`config.mk`:
```
export PLATFORM = sky130hd
export DESIGN_NAME = serial_frame_receiver
export DESIGN_NICKNAME = d
export VERILOG_FILES = /design/src/rtl/srx_pkg.sv /design/src/rtl/serial_frame_receiver.sv /design/src/rtl/srx_ctrl.sv /design/src/rtl/srx_datapath.sv
export SDC_FILE = /design/constraint.sdc
export NUM_CORES = 1
export LEC_CHECK = 0
export BUFFER_PORTS_ARGS = -buffer_cell sky130_fd_sc_hd__clkbuf_2
export CORE_MARGIN = 4
export CORE_UTILIZATION = 25
export DETAILED_ROUTE_END_ITERATION = 8
export PLACE_DENSITY = 0.4
export SLEW_MARGIN = 10
export SYNTH_ARGS = -nofsm -noshare
export SYNTH_HDL_FRONTEND = slang
export SYNTH_SLANG_ARGS = --single-unit
```
`constraint.sdc`:
```
create_clock -name aclk -period 7.57 [get_ports aclk]
set_input_delay 0.3785 -clock aclk [delete_from_list [all_inputs] [get_ports aclk]]
set_output_delay 0.3785 -clock aclk [all_outputs]
set_load 0.01 [all_outputs]
```
`src/rtl/srx_pkg.sv`:
```
// Shared types and constants for the serial frame receiver.
// Used by srx_ctrl, srx_datapath and serial_frame_receiver; no dependencies.

package srx_pkg;

    // Default frame buffer depth.
    localparam int BufferSizeDefault = 32;

    // Widths of the configuration port.
    localparam int CfgAddrWidth = 3;
    localparam int CfgDataWidth = 16;

    // Widths of the stream payloads.
    localparam int InDataWidth  = 8;
    localparam int OutDataWidth = 16;
    localparam int KindWidth    = 2;
    localparam int IndexWidth   = 6;
    localparam int IdleWidth    = 17;

    // Configuration register indexes.
    localparam logic [CfgAddrWidth-1:0] RegTimeoutTicks = 3'd0;
    localparam logic [CfgAddrWidth-1:0] RegRequestCode  = 3'd1;
    localparam logic [CfgAddrWidth-1:0] RegAckCode      = 3'd2;
    localparam logic [CfgAddrWidth-1:0] RegStartCode    = 3'd3;
    localparam logic [CfgAddrWidth-1:0] RegResyncLimit  = 3'd4;

    // Reset values of the configuration registers.
    localparam logic [15:0] TimeoutTicksReset = 16'd100;
    localparam logic [7:0]  RequestCodeReset  = 8'd5;
    localparam logic [7:0]  AckCodeReset      = 8'd6;
    localparam logic [7:0]  StartCodeReset    = 8'd2;
    localparam logic [3:0]  ResyncLimitReset  = 4'd10;

    // Input action codes.
    localparam logic ActionByte = 1'b0;
    localparam logic ActionTick = 1'b1;

    // Result kinds.
    localparam logic [KindWidth-1:0] KindFrameByte = 2'd0;
    localparam logic [KindWidth-1:0] KindTimeout   = 2'd1;
    localparam logic [KindWidth-1:0] KindLengthErr = 2'd2;
    localparam logic [KindWidth-1:0] KindResync    = 2'd3;

    // Commands from the controller to the datapath.
    typedef struct packed {
        logic step;       // Process the accepted input beat.
        logic rd_issue;   // Read the frame buffer at the read pointer.
        logic load_mem;   // Load the read byte into the output register.
    } srx_cmd_t;

    // Status from the datapath to the controller.
    typedef struct packed {
        logic out_free;   // Output register can take a result this cycle.
        logic res_frame;  // Current input completes a frame.
        logic res_single; // Current input gives a single result.
        logic rd_last;    // Read pointer is at the final frame byte.
    } srx_status_t;

endpackage

```
`src/rtl/serial_frame_receiver.sv`:
```
// Top level of the serial frame receiver: joins controller and datapath.
// Depends on srx_pkg, srx_ctrl and srx_datapath.

// Deframes a stream of received bytes and time ticks. An input beat is taken
// whenever the output register is free and no frame is being drained; a byte
// or tick that gives at most one result is done as it is taken. A byte that completes a
// length-prefixed frame of N bytes holds off input while the frame is read
// back from the buffer: each byte is read on the single registered read port
// and then loaded into the output register, later if the sink stalls. The
// frame buffer needs no clearing after reset.

module serial_frame_receiver #(
    parameter int BUFFER_SIZE = srx_pkg::BufferSizeDefault
) (
    input  logic                              aclk,
    input  logic                              aresetn,
    // Configuration write port.
    input  logic                              cfg_we,
    input  logic [srx_pkg::CfgAddrWidth-1:0]  cfg_addr,
    input  logic [srx_pkg::CfgDataWidth-1:0]  cfg_wdata,
    // Input stream.
    input  logic                              s_tvalid,
    output logic                              s_tready,
    input  logic [srx_pkg::InDataWidth-1:0]   s_tdata,  // [7:0] rx_byte
    input  logic                              s_tuser,  // [0] action
    // Result stream.
    output logic                              m_tvalid,
    input  logic                              m_tready,
    output logic [srx_pkg::OutDataWidth-1:0]  m_tdata,  // [7:0] frame_byte, [13:8] byte_index
    output logic [srx_pkg::KindWidth-1:0]     m_tuser,  // [1:0] kind
    output logic                              m_tlast   // last
);

    srx_pkg::srx_cmd_t    cmd;
    srx_pkg::srx_status_t status;
    logic [7:0]                     out_byte;
    logic [srx_pkg::IndexWidth-1:0] out_index;

    // Controller.
    srx_ctrl u_ctrl (
        .aclk     (aclk),
        .aresetn  (aresetn),
        .s_tvalid (s_tvalid),
        .s_tready (s_tready),
        .status   (status),
        .cmd      (cmd)
    );

    // Datapath.
    srx_datapath #(
        .BUFFER_SIZE (BUFFER_SIZE)
    ) u_datapath (
        .aclk      (aclk),
        .aresetn   (aresetn),
        .cfg_we    (cfg_we),
        .cfg_addr  (cfg_addr),
        .cfg_wdata (cfg_wdata),
        .in_action (s_tuser),
        .in_byte   (s_tdata),
        .m_tready  (m_tready),
        .m_tvalid  (m_tvalid),
        .out_kind  (m_tuser),
        .out_byte  (out_byte),
        .out_index (out_index),
        .out_last  (m_tlast),
        .cmd       (cmd),
        .status    (status)
    );

    // Pack the result beat.
    assign m_tdata = {2'b00, out_index, out_byte};

    // A result is never loaded over one the sink has not taken.
    a_no_overrun: assert property (@(posedge aclk) disable iff (!aresetn)
        (cmd.load_mem || (cmd.step && status.res_single)) |-> status.out_free)
        else $error("result loaded while output register busy");

    // No input beat is taken while a frame is being drained.
    a_no_input_in_drain: assert property (@(posedge aclk) disable iff (!aresetn)
        (cmd.rd_issue || cmd.load_mem) |-> !s_tready)
        else $error("input ready during frame drain");

    // A completed frame starts draining on the next cycle.
    a_frame_drain_starts: assert property (@(posedge aclk) disable iff (!aresetn)
        (cmd.step && status.res_frame) |=> cmd.rd_issue)
        else $error("frame drain did not start");

    // Every buffer read is followed by a load attempt, so input stays blocked.
    a_read_then_load: assert property (@(posedge aclk) disable iff (!aresetn)
        cmd.rd_issue |=> !s_tready && !cmd.rd_issue)
        else $error("buffer read not followed by output load");

endmodule

```
`src/rtl/srx_ctrl.sv`:
```
// Controller state machine of the serial frame receiver.
// Depends on srx_pkg for the command and status types.

module srx_ctrl (
    input  logic                aclk,
    input  logic                aresetn,
    input  logic                s_tvalid,
    output logic                s_tready,
    input  srx_pkg::srx_status_t status,
    output srx_pkg::srx_cmd_t    cmd
);

    typedef enum logic [2:0] {
        S_IDLE = 3'b001,
        S_READ = 3'b010,
        S_LOAD = 3'b100
    } state_t;

    state_t state_reg;
    state_t state_next;

    // Inputs are taken only between frame drains and while the output slot is free.
    assign s_tready = (state_reg == S_IDLE) && status.out_free;

    // Next state and command decode.
    always_comb begin
        state_next   = state_reg;
        cmd.step     = 1'b0;
        cmd.rd_issue = 1'b0;
        cmd.load_mem = 1'b0;
        unique case (state_reg)
            S_IDLE: begin
                if (s_tvalid && s_tready) begin
                    cmd.step = 1'b1;
                    if (status.res_frame) begin
                        state_next = S_READ;
                    end
                end
            end
            S_READ: begin
                cmd.rd_issue = 1'b1;
                state_next   = S_LOAD;
            end
            S_LOAD: begin
                if (status.out_free) begin
                    cmd.load_mem = 1'b1;
                    state_next   = status.rd_last ? S_IDLE : S_READ;
                end
            end
            default: begin
                state_next = S_IDLE;
            end
        endcase
    end

    // State register.
    always_ff @(posedge aclk) begin
        if (!aresetn) begin
            state_reg <= S_IDLE;
        end else begin
            state_reg <= state_next;
        end
    end

endmodule

```
`src/rtl/srx_datapath.sv`:
```
// Datapath of the serial frame receiver: configuration registers, frame buffer,
// framing state and the output register. Depends on srx_pkg.

module srx_datapath #(
    parameter int BUFFER_SIZE = srx_pkg::BufferSizeDefault
) (
    input  logic                              aclk,
    input  logic                              aresetn,
    input  logic                              cfg_we,
    input  logic [srx_pkg::CfgAddrWidth-1:0]  cfg_addr,
    input  logic [srx_pkg::CfgDataWidth-1:0]  cfg_wdata,
    input  logic                              in_action,
    input  logic [7:0]                        in_byte,
    input  logic                              m_tready,
    output logic                              m_tvalid,
    output logic [srx_pkg::KindWidth-1:0]     out_kind,
    output logic [7:0]                        out_byte,
    output logic [srx_pkg::IndexWidth-1:0]    out_index,
    output logic                              out_last,
    input  srx_pkg::srx_cmd_t                 cmd,
    output srx_pkg::srx_status_t              status
);

    localparam int IW = (BUFFER_SIZE > 1) ? $clog2(BUFFER_SIZE) : 1;
    localparam int PW = $clog2(BUFFER_SIZE + 1);
    localparam int DW = srx_pkg::IdleWidth;
    localparam logic [PW-1:0] BufLimit = PW'(BUFFER_SIZE);
    localparam logic [DW-1:0] IdleMax  = {DW{1'b1}};

    // Configuration registers.
    logic [15:0] timeout_reg;
    logic [7:0]  request_reg;
    logic [7:0]  ack_reg;
    logic [7:0]  start_reg;
    logic [3:0]  resync_reg;

    // Framing state.
    logic [PW-1:0] wp_reg,        wp_next;
    logic          receiving_reg, receiving_next;
    logic [DW-1:0] idle_reg,      idle_next;
    logic [3:0]    bad_reg,       bad_next;
    logic [7:0]    first_reg;
    logic [7:0]    len_reg;

    // Frame readout.
    logic [7:0]    frame_mem [BUFFER_SIZE];
    logic [7:0]    rd_data_reg;
    logic [IW-1:0] rd_idx_reg;
    logic [PW-1:0] emit_len_reg;

    // Output register.
    logic                          m_valid_reg;
    logic [srx_pkg::KindWidth-1:0] m_kind_reg;
    logic [7:0]                    m_byte_reg;
    logic [srx_pkg::IndexWidth-1:0] m_index_reg;
    logic                          m_last_reg;

    // Step decode signals.
    logic [PW-1:0]                 wp_eff;
    logic [PW-1:0]                 wp_inc;
    logic [7:0]                    first_byte;
    logic [7:0]                    len_byte;
    logic [4:0]                    bad_inc;
    logic [DW-1:0]                 idle_inc;
    logic                          res_single;
    logic                          res_frame;
    logic [srx_pkg::KindWidth-1:0] res_kind;
    logic [7:0]                    res_byte;
    logic                          do_single;

    // Configuration writes; indexes past the list are ignored.
    always_ff @(posedge aclk) begin
        if (!aresetn) begin
            timeout_reg <= srx_pkg::TimeoutTicksReset;
            request_reg <= srx_pkg::RequestCodeReset;
            ack_reg     <= srx_pkg::AckCodeReset;
            start_reg   <= srx_pkg::StartCodeReset;
            resync_reg  <= srx_pkg::ResyncLimitReset;
        end else if (cfg_we) begin
            unique case (cfg_addr)
                srx_pkg::RegTimeoutTicks: timeout_reg <= cfg_wdata;
                srx_pkg::RegRequestCode:  request_reg <= cfg_wdata[7:0];
                srx_pkg::RegAckCode:      ack_reg     <= cfg_wdata[7:0];
                srx_pkg::RegStartCode:    start_reg   <= cfg_wdata[7:0];
                srx_pkg::RegResyncLimit:  resync_reg  <= cfg_wdata[3:0];
                default: begin
                end
            endcase
        end
    end

    // Write position after the wrap guard, and the frame header as seen by this byte.
    assign wp_eff     = (wp_reg >= BufLimit) ? '0 : wp_reg;
    assign wp_inc     = wp_eff + PW'(1);
    assign first_byte = (wp_eff == '0) ? in_byte : first_reg;
    assign len_byte   = (wp_eff == PW'(1)) ? in_byte : len_reg;
    assign bad_inc    = {1'b0, bad_reg} + 5'd1;
    assign idle_inc   = (idle_reg == IdleMax) ? idle_reg : idle_reg + DW'(1);

    // Framing decision for one input beat.
    always_comb begin
        wp_next        = wp_reg;
        receiving_next = receiving_reg;
        idle_next      = idle_reg;
        bad_next       = bad_reg;
        res_single     = 1'b0;
        res_frame      = 1'b0;
        res_kind       = srx_pkg::KindFrameByte;
        res_byte       = 8'd0;
        if (in_action == srx_pkg::ActionTick) begin
            // A tick only counts while a frame is open.
            if (receiving_reg) begin
                if (idle_inc > {1'b0, timeout_reg}) begin
                    wp_next        = '0;
                    receiving_next = 1'b0;
                    idle_next      = '0;
                    res_single     = 1'b1;
                    res_kind       = srx_pkg::KindTimeout;
                end else begin
                    idle_next = idle_inc;
                end
            end
        end else begin
            idle_next      = '0;
            wp_next        = '0;
            receiving_next = 1'b0;
            if (first_byte == request_reg || first_byte == ack_reg) begin
                // One-byte request or acknowledge frame.
                res_single = 1'b1;
                res_byte   = first_byte;
            end else if (first_byte != start_reg) begin
                // Bad first byte: count it, ask for resync past the limit.
                if (bad_inc > {1'b0, resync_reg}) begin
                    bad_next   = '0;
                    res_single = 1'b1;
                    res_kind   = srx_pkg::KindResync;
                end else begin
                    bad_next = bad_inc[3:0];
                end
            end else if (wp_inc <= PW'(1)) begin
                wp_next        = wp_inc;
                receiving_next = 1'b1;
            end else if (len_byte == 8'(wp_inc)) begin
                res_frame = 1'b1;
            end else if (wp_inc >= BufLimit) begin
                res_single = 1'b1;
                res_kind   = srx_pkg::KindLengthErr;
            end else begin
                wp_next        = wp_inc;
                receiving_next = 1'b1;
            end
        end
    end

    assign do_single = cmd.step && res_single;

    // Framing state registers.
    always_ff @(posedge aclk) begin
        if (!aresetn) begin
            wp_reg        <= '0;
            receiving_reg <= 1'b0;
            idle_reg      <= '0;
            bad_reg       <= '0;
        end else if (cmd.step) begin
            wp_reg        <= wp_next;
            receiving_reg <= receiving_next;
            idle_reg      <= idle_next;
            bad_reg       <= bad_next;
        end
    end

    // Header copies of the first two stored bytes.
    always_ff @(posedge aclk) begin
        if (cmd.step && in_action == srx_pkg::ActionByte) begin
            if (wp_eff == '0) begin
                first_reg <= in_byte;
            end
            if (wp_eff == PW'(1)) begin
                len_reg <= in_byte;
            end
        end
    end

    // Frame buffer: one write and one registered read port.
    always_ff @(posedge aclk) begin
        if (cmd.step && in_action == srx_pkg::ActionByte) begin
            frame_mem[wp_eff[IW-1:0]] <= in_byte;
        end
        if (cmd.rd_issue) begin
            rd_data_reg <= frame_mem[rd_idx_reg];
        end
    end

    // Read pointer and length of the frame being drained.
    always_ff @(posedge aclk) begin
        if (cmd.step && res_frame) begin
            rd_idx_reg   <= '0;
            emit_len_reg <= wp_inc;
        end else if (cmd.load_mem) begin
            rd_idx_reg <= rd_idx_reg + IW'(1);
        end
    end

    // Output register valid flag.
    always_ff @(posedge aclk) begin
        if (!aresetn) begin
            m_valid_reg <= 1'b0;
        end else if (do_single || cmd.load_mem) begin
            m_valid_reg <= 1'b1;
        end else if (m_tready) begin
            m_valid_reg <= 1'b0;
        end
    end

    // Output register payload.
    always_ff @(posedge aclk) begin
        if (do_single) begin
            m_kind_reg  <= res_kind;
            m_byte_reg  <= res_byte;
            m_index_reg <= '0;
            m_last_reg  <= 1'b1;
        end else if (cmd.load_mem) begin
            m_kind_reg  <= srx_pkg::KindFrameByte;
            m_byte_reg  <= rd_data_reg;
            m_index_reg <= srx_pkg::IndexWidth'(rd_idx_reg);
            m_last_reg  <= status.rd_last;
        end
    end

    assign m_tvalid  = m_valid_reg;
    assign out_kind  = m_kind_reg;
    assign out_byte  = m_byte_reg;
    assign out_index = m_index_reg;
    assign out_last  = m_last_reg;

    // Status toward the controller.
    assign status.out_free   = !m_valid_reg || m_tready;
    assign status.res_frame  = res_frame;
    assign status.res_single = res_single;
    assign status.rd_last    = ({1'b0, rd_idx_reg} + (IW + 1)'(1)) == (IW + 1)'(emit_len_reg);

endmodule
```
# Word level (Yosys, flattened, before mapping)
# Memories as Yosys holds them, arrays and structs flattened. A register that Yosys moved wholly into a read port is not among the register bits.
# Cells that the tools add are included.
# totals
ramBits	256
mem_bits_ro	0
latchBits	0
n_memories	1
reg_bits	119
# memory_table
name	depth	width	rd	rd_ports_with_merged_regs	write_ports	line_no	source
u_datapath.frame_mem	32	8	1	1	1	srx_datapath.sv:46	logic [7:0] frame_mem [BUFFER_SIZE];
# classes
addsub	5
n_mux	67
mul	0
div_mod_pow	0
eq_ne	19
order_cmp	5
n_shift	0
n_reduce_logical	22
bitwise	2
# ops
op	n
two-way mux 17 bit	4
two-way mux 6 bit	9
two-way mux 8 bit	6
two-way mux 1 bit	32
two-way mux 2 bit	11
adder 17 x 1 -> 17 bit (second input constant)	1
equality test 17 bit (second input constant)	1
greater-than comparator 17 x 16 -> 1 bit	1
equality test 8 bit	2
greater-or-equal comparator 6 bit (second input constant)	2
AND reduction 2 bit	6
equality test 3 x 2 -> 1 bit (second input constant)	3
two-way mux 3 bit	3
case mux 3 bit (3 select lines)	1
equality test 8 x 6 -> 1 bit	1
!= test 2 x 1 -> 1 bit (second input constant)	4
!= test 8 bit	1
adder 5 x 1 -> 6 bit (second input constant)	1
adder 6 x 1 -> 6 bit (second input constant)	1
equality test 3 x 1 -> 1 bit (second input constant)	2
equality test 3 bit (second input constant)	2
equality test 6 x 1 -> 1 bit (second input constant)	1
equality test 6 bit	1
less-or-equal comparator 6 x 1 -> 1 bit (second input constant)	1
other kinds (14)	23

# Logic depth before layout (Yosys ltp)
# Gate-level depths: netlist of the first run.
# logic_depth
word_depth	13
depth_mapped	15

# Modules after synthesis
# Synthesis of the first run repeated with hierarchy kept, for this count alone.
# unflattened
cells_unflattened	1162
area_unflattened_um2	16625.9
# by_module_without_submodules
mod	area_each_um2	instances	cells_each
srx_datapath	16419.5	1	1135
srx_ctrl	187.7	1	24
serial_frame_receiver	18.8	1	3

# Worst setup path before layout of the first run
# OpenSTA, ideal clock, no wires.
# synth_path
kind	register to register
from	register u_datapath.idle_reg[7]
to	register u_datapath.m_byte_reg[0], in the netlist u_datapath.out_byte[0] (enable)
synth_period_minus_slack_ns	3.950
t_required_ns	7.234
path_stages_with_launch	15
arrival_time_ns	3.614
path_buffers	1
slack_ns	3.620
path_cell_list	dfxtp_1 clkbuf_1 nand4_1 nor4_1 a21oi_1 and3_1 xnor2_1 ha_1 nand3_1 nor3_1 a211oi_1 a21boi_1 nor2_1 nor2_1 a21o_1
# synth_via
elab_chain_cells	8
# synth_lines
element	line_no	source
start: declaration	srx_datapath.sv:40	logic [DW-1:0] idle_reg, idle_next;
start signal: assignment	srx_datapath.sv:167	idle_reg <= idle_next;
adder 17 x 1 -> 17 bit or equality test 17 bit (tied branches)	srx_datapath.sv:98	assign idle_inc = (idle_reg == IdleMax) ? idle_reg : idle_reg + DW'(1);
two-way mux 17 bit *	srx_datapath.sv:98	
greater-than comparator 17 x 16 -> 1 bit *	srx_datapath.sv:113	if (idle_inc > {1'b0, timeout_reg}) begin
two-way mux 1 bit *	srx_datapath.sv:113	
two-way mux 1 bit *	srx_datapath.sv:112	if (receiving_reg) begin
two-way mux 1 bit *	srx_datapath.sv:110	if (in_action == srx_pkg::ActionTick) begin
logical AND 1 bit *	srx_datapath.sv:155	assign do_single = cmd.step && res_single;
nonzero test 2 bit (no source line) *	--	
end signal: assignment	srx_datapath.sv:219	m_byte_reg <= res_byte;
end signal: assignment	srx_datapath.sv:224	m_byte_reg <= rd_data_reg;
end: declaration	srx_datapath.sv:54	logic [7:0] m_byte_reg;
# Every way passes the cells marked *; elsewhere a longest branch is shown, timed or not.
# A chain may end at the register's enable or synchronous reset.

# Worst setup path after layout of the first run
# layout_path
from	register u_datapath.idle_reg[0]
to	register u_datapath.m_byte_reg[2], in the netlist u_datapath.out_byte[2] (enable)
# The elaborated chain is that of the path after synthesis.

==> run metrics, run 1 <==
All-Layer GR Usage 0.127; final worst path period share 0.665; CTS tree done; worst hold stages 3; number of global-route vias before repair 10502; commonest non-fill, non-tap cell in the layout edfxtp_1; post-cts resize count 0; Hold Path Sink u_datapath.timeout_reg[14]$_SDFFE_PN0P_; share of synthesized registers carrying an async set or reset 0; endpoint class of the critical path flip-flop; final standard cell utilization of the core 0.294; worst reg-to-reg path cell count 14; met2 wire length 21700 µm; combined area of all synthesized cells 17100 µm²; area of the core region 67400 µm²; maximum number of pins on one net before global-route repair 53; count of buffers from port buffering 50; critical path cell sequence ha_1, nand2_1, nor4_1, a21oi_1, and3_1, xnor2_1, ha_1, a21o_1, a211o_1, a211oi_1, a21boi_1, nor2_1, nor2_1, a21o_1; clk buf depth 3; dpl cells 2107; flop2flop setup slack 2530 ps; result of the run finished clean; final number of max-transition violations 0; number of nets at the end of the flow 1346; maximum clock rate 199 MHz; count of placed standard cells in the final layout, fillers left out 2192; total power divided by cell area 234 nW/µm²; Clk Latency, worst-skew pair 590 ps; most used flip-flop cell after synthesis edfxtp_1; Seq/Total Area, Yosys 0.623; Worst Path Max Fanout 10; Critical Path Start Type flip-flop; Post-DRT Antenna Nets 0; via count normalized by instance count 4.69; count of cell types in the netlist 81; Max stage delay on crit path 660 ps; antenna violations before repair 1; Worst Clk Skew 34.5 ps; Pleak 6.47 nW; max-cap viol count 0; proportion of layout cells with a drive suffix above 1 0.196; area enclosed by the die boundary 72400 µm²; clock period minus worst slack 5040 ps; filler cell count in the final layout 6746; CP arrival 5300 ps; final HPWL from detailed placement 30400 µm; TritonCTS buffer count 46; count of synthesis-stage warnings from yosys 0; slew of the pin with the lowest slew margin 985 ps; highest-count cells in the layout ignoring fill and taps edfxtp_1 (296), nand2_1 (144), dfxtp_1 (85), mux4_2 (80), nor2_1 (71); unrepaired setup endpoints after global routing no; 1st-pass router iterations 5; total wire length 46700 µm; final antenna diode count 0; hold crit path type in2reg; startpoint of the most critical hold path cfg_wdata[14]; cell with the biggest individual delay on the critical path nor2_1; growth of design area from synthesis to finish 16.2%; worst vdd ir 0.128 mV; GRT overflow 0; via total after detailed routing 10291; endpoint of the most critical register-to-register path u_datapath.out_byte[2]$_DFFE_PP_; clock transition at the registers of the reported paths 60 ps; final count of hold timing violations 0; number of flip-flops under the largest register name 256; total number of H-tree levels 2; starting density of the core 0.253; I/O pin total 54; Die Height 269 µm; Row Count 95; count of routing violations after the opening detailed-route iteration 678; count of flip-flops with a built-in enable after synthesis 296; floorplan die width 269 µm; Setup-failing EPs final 0; beginning of the worst register-to-register path u_datapath.idle_reg[0]$_SDFFE_PN0P_; first-pass GRT wire length 70000 µm; Avg WL per Cell 21.3 µm; worst path required time 7840 ps; Relative slew margins 0.342; post-route DRC violation count 0; total clock sinks 383; total routed wire length on the met1 layer 22300 µm; highest routed layer met4; type of the worst setup path reg2reg; number of synthesized register bits 383; wire length on met3 1810 µm; post-synthesis area per instance 13.9 µm²; final weighted congestion in routability-driven placement 0.757; Total Negative Setup Slacks 0 ps; Post-Synthesis Cells 1228; Clock Tree Root clkbuf_16
worst max-delay path by stage:
stage                                   startpoint                               end  slack, ps  cells past startpoint
3_5_place_dp   u_datapath.idle_reg[0]$_SDFFE_PN0P_  u_datapath.out_byte[4]$_DFFE_PP_       2440                     14
5_1_grt        u_datapath.idle_reg[0]$_SDFFE_PN0P_  u_datapath.out_byte[2]$_DFFE_PP_       1930                     14
6_report       u_datapath.idle_reg[0]$_SDFFE_PN0P_  u_datapath.out_byte[2]$_DFFE_PP_       2530                     14
4_1_cts        u_datapath.idle_reg[0]$_SDFFE_PN0P_  u_datapath.out_byte[2]$_DFFE_PP_       2390                     14
3_3_place_gp   u_datapath.idle_reg[0]$_SDFFE_PN0P_  u_datapath.out_byte[6]$_DFFE_PP_       2530                     14
2_1_floorplan  u_datapath.idle_reg[7]$_SDFFE_PN0P_  u_datapath.out_byte[0]$_DFFE_PP_       3620                     14
worst max-delay path: cells and delay by family (launching register included):
kind	cells	cell delay, ps
and+or+nand+nor	5	2070
AOI/OAI and AO/OA	6	1600
adders and majority gates	2	520
DFF	1	400
xor gates and xnor gates	1	130
layout make-up:
cell class	count	area, µm²	area share
multi-input cells	745	6020	0.304
inverters	39	146	0.00739
clock buffers	60	1220	0.0618
repair buffers	71	418	0.0211
clock inverters	21	273	0.0138
flip-flops and latches	383	10600	0.537
well taps	873	1090	0.0551
synthesized netlist by cell type, drive strengths merged (3+ instances only):
cell type	number	share of area
edfxtp	296	0.52
nand2	145	0.032
dfxtp	87	0.10
mux4	80	0.11
nor2	72	0.016
a21oi	62	0.019
nand3	49	0.015
clkbuf	45	0.0099
inv	39	0.0086
ha	27	0.020
xnor2	27	0.014
o21ai	25	0.0078
xor2	24	0.012
and2	20	0.0073
mux2	20	0.013
buf	18	0.0057
nor2b	17	0.0062
mux2i	14	0.0082
nand4	14	0.0051
and3	13	0.0048
nor3	11	0.0039
o211ai	11	0.0048
nand2b	10	0.0037
a32oi	9	0.0046
a211oi	6	0.0026
a22o	6	0.0031
nor4	6	0.0040
o21a	6	0.0026
a21o	5	0.0022
o31ai	5	0.0022
a222oi	4	0.0023
o2111ai	4	0.0024
and4	3	0.0015
nand3b	3	0.0013
o221ai	3	0.0019
o22ai	3	0.0015
or2	3	0.0011
or3	3	0.0011
repair_timing:
| item | in CTS | in global routing |
|---|---|---|
| hold buffers | 4 | 0 |
| hold endpoints to repair | 4 | 0 |
| setup buffers | 0 | 0 |
cell families after synthesis:
| group | after synthesis | synth area share |
|---|---|---|
| AOI/OAI and AO/OA | 167 | 0.0664 |
| buffers and inverters | 102 | 0.0242 |
| xor gates and xnor gates | 53 | 0.0288 |
| and+or+nand+nor | 381 | 0.110 |
| muxes | 114 | 0.127 |
| adders and majority gates | 27 | 0.0198 |
| other | 1 | 0.000220 |
| DFF | 383 | 0.623 |
through the flow:
stage	worst slack [ps]	cell area [µm²]	power [W]	hold slack [ps]
finish	2530	19800	0.00464	36.9
detailed placement	2440	18300	0.00248	451
global placement	2530	18300	0.00248	446
CTS	2390	19800	0.00472	5.07
global route	1930	19800	0.00482	17.4
floorplan	3620	17100	0.00240	436
per-layer routing:
layer	vias up	GRT usage
met5	-	0
met4	0	0.0320
met3	63	0.0220
met2	195	0.204
met1	5249	0.178
li1	4784	-
report_power, final:
group,internal [W],switching (W)
registers,0.00227,0.0000119
logic,0.0000443,0.000101
clock network,0.00131,0.000891
total,0.00363,0.00100
(Power assumes the default switching activity.)
==> run 2: changes to the inputs <==
Clock period 7.57 ns to 5.1 ns, I/O delays scaled along.
==> run metrics, run 2 (synthesis gave the netlist of run 1 again) <==
CP arrival 4770 ps (-530 ps); post-cts resize count 0 (unchanged); worst slack on hold paths 29.5 ps (-7.44 ps); area of the core region 67400 µm² (unchanged); maximum clock rate 220 MHz (+11%); Clock Tree Root clkbuf_16; unrepaired setup endpoints after global routing no; floorplan die width 269 µm (unchanged); worst path required time 5330 ps (-2510 ps); area enclosed by the die boundary 72400 µm² (unchanged); Worst Clk Skew 11.8 ps (-22.7 ps); worst vdd ir 0.204 mV (+59%); max-cap viol count 0 (unchanged); total of hold buffers inserted after clock tree synthesis 15 (+11); critical path cell sequence ha_1, nand2_1, nor4_1, a21oi_1, and3_1, xnor2_1, ha_1, nand3_1, nor3_1, a211oi_1, a21boi_1, nor2_1, nor2_1, buf_4, a21o_1; maximum number of pins on one net before global-route repair 54 (+1.9%); proportion of layout cells with a drive suffix above 1 0.196 (about the same); Hold Path Sink u_datapath.start_reg[0]$_SDFFE_PN0P_; via count normalized by instance count 4.73 (+0.76%); Row Count 95 (unchanged); Setup-failing EPs final 0 (unchanged); startpoint of the most critical hold path cfg_wdata[0]; final worst path period share 0.891 (+0.225); Post-DRT Antenna Nets 0 (unchanged); total clock sinks 383 (unchanged); TritonCTS buffer count 46 (unchanged); count of routing violations after the opening detailed-route iteration 924 (+36%); Worst Path Max Fanout 10 (unchanged); Critical Path Start Type flip-flop; I/O pin total 54 (unchanged); clock period minus worst slack 4540 ps (-494 ps); endpoint class of the critical path flip-flop; starting density of the core 0.253 (unchanged); All-Layer GR Usage 0.130 (+0.00361); Clk Latency, worst-skew pair 580 ps (about the same); final count of hold timing violations 0 (unchanged); clock transition at the registers of the reported paths 60 ps (about the same); antenna violations before repair 2 (+1); final number of max-transition violations 0 (unchanged); number of global-route vias before repair 10755 (+2.4%); Die Height 269 µm (unchanged); worst hold stages 3 (unchanged); total number of H-tree levels 2 (unchanged); growth of design area from synthesis to finish 16.9%; result of the run finished clean; via total after detailed routing 10464 (+1.7%); cell with the biggest individual delay on the critical path nor4_1; final weighted congestion in routability-driven placement 0.783 (+3.4%); number of flip-flops under the largest register name 256 (unchanged); 1st-pass router iterations 5 (unchanged); Avg WL per Cell 21.6 µm (+1.4%); worst reg-to-reg path cell count 15 (+1); slew of the pin with the lowest slew margin 953 ps (-31.9 ps); beginning of the worst register-to-register path u_datapath.idle_reg[0]$_SDFFE_PN0P_; first-pass GRT wire length 71900 µm (+2.7%); final HPWL from detailed placement 32300 µm (+6.1%); highest-count cells in the layout ignoring fill and taps edfxtp_1 (296), nand2_1 (144), dfxtp_1 (85), mux4_2 (80), nor2_1 (71); hold crit path type in2reg; post-CTS repair timing setup buffer count 0 (unchanged); flop2flop setup slack 560 ps (-1980 ps); endpoint of the most critical register-to-register path u_datapath.out_byte[1]$_DFFE_PP_; Relative slew margins 0.365 (+0.0226); final antenna diode count 0 (unchanged); GRT overflow 0 (unchanged); count of buffers from port buffering 50 (unchanged); Pleak 6.52 nW (+0.84%); post-route DRC violation count 0 (unchanged); total power divided by cell area 341 nW/µm² (+46%); CTS tree done; number of nets at the end of the flow 1363 (+1.3%); clk buf depth 3 (unchanged); total wire length 47800 µm (+2.3%); Total Negative Setup Slacks 0 ps (unchanged); type of the worst setup path reg2reg; Max stage delay on crit path 690 ps (+30 ps); commonest non-fill, non-tap cell in the layout edfxtp_1
## run 2: changes by cell type in the layout (fill, tap and decap cells not counted), moves of 2 or more
cell | before | now
buf_4 | 17 | 22
bufinv_16 | 5 | 2
clkbuf_1 | 12 | 15
clkbuf_8 | 2 | 4
clkinv_1 | 4 | 6
clkinv_2 | 7 | 4
dlygate4sd3_1 | 4 | 15
## run 2: per-layer routing
layer  up-vias  track usage  share of wire
met4         0       0.0334          0.021
met3        75       0.0252          0.047
met2       237        0.210           0.46
met1      5322        0.182           0.47
li1       4830            -              -
met5         -            0              0
## run 2: critical path, delay by kind of cell, from the launching register on
kind	cells	cell delay, ps
AND/OR/NAND/NOR	7	1750
XOR/XNOR	1	130
flip-flops	1	390
AO/OA/AOI/OAI	4	1220
buffers and inverters	1	180
adder cells (fa/ha/maj)	2	510
## run 2: report_power, final
| group | internal [W] | leakage, nW | switching (W) |
|---|---|---|---|
| clock | 0.00184 | 0.706 | 0.00134 |
| sequential | 0.00338 | 3.36 | 0.0000179 |
| combinational | 0.0000732 | 2.46 | 0.000155 |
| total | 0.00529 | 6.52 | 0.00152 |
## run 2: metrics by stage
step / setup WS (ps) / area, µm² / power [W] / instances / util
floorplan: 1150 / 17100 / 0.00356 / 1230 / -
global placement: 675 / 18300 / 0.00368 / 2113 / 0.272
detailed placement: 551 / 18300 / 0.00369 / 2113 / 0.272
CTS: 525 / 19900 / 0.00692 / 2212 / 0.296
global route: 82.6 / 19900 / 0.00708 / 2212 / 0.296
finish: 557 / 19900 / 0.00681 / 2212 / 0.296
## run 2: how the worst max path moves through the flow
| stage | startpoint | to | slack [ps] | depth (start not counted) |
|---|---|---|---|---|
| floorplan | u_datapath.idle_reg[7]$_SDFFE_PN0P_ | u_datapath.out_byte[0]$_DFFE_PP_ | 1150 | 14 |
| global placement | u_datapath.idle_reg[0]$_SDFFE_PN0P_ | u_datapath.out_byte[6]$_DFFE_PP_ | 680 | 15 |
| detailed placement | u_datapath.idle_reg[0]$_SDFFE_PN0P_ | u_datapath.out_byte[3]$_DFFE_PP_ | 550 | 15 |
| CTS | u_datapath.idle_reg[0]$_SDFFE_PN0P_ | u_datapath.out_byte[5]$_DFFE_PP_ | 520 | 15 |
| global route | u_datapath.idle_reg[0]$_SDFFE_PN0P_ | u_datapath.out_byte[5]$_DFFE_PP_ | 80 | 15 |
| finish | u_datapath.idle_reg[0]$_SDFFE_PN0P_ | u_datapath.out_byte[1]$_DFFE_PP_ | 560 | 15 |
## run 2: layout make-up
| type | instances | area (µm²) |
|---|---|---|
| fillers | 6773 | 47500 |
| flip-flops and latches | 383 | 10600 |
| clock inverters | 19 | 193 |
| well taps | 873 | 1090 |
| inverters | 39 | 146 |
| clock buffers | 65 | 1260 |
| repair buffers | 88 | 586 |
| multi-input cells | 745 | 6020 |
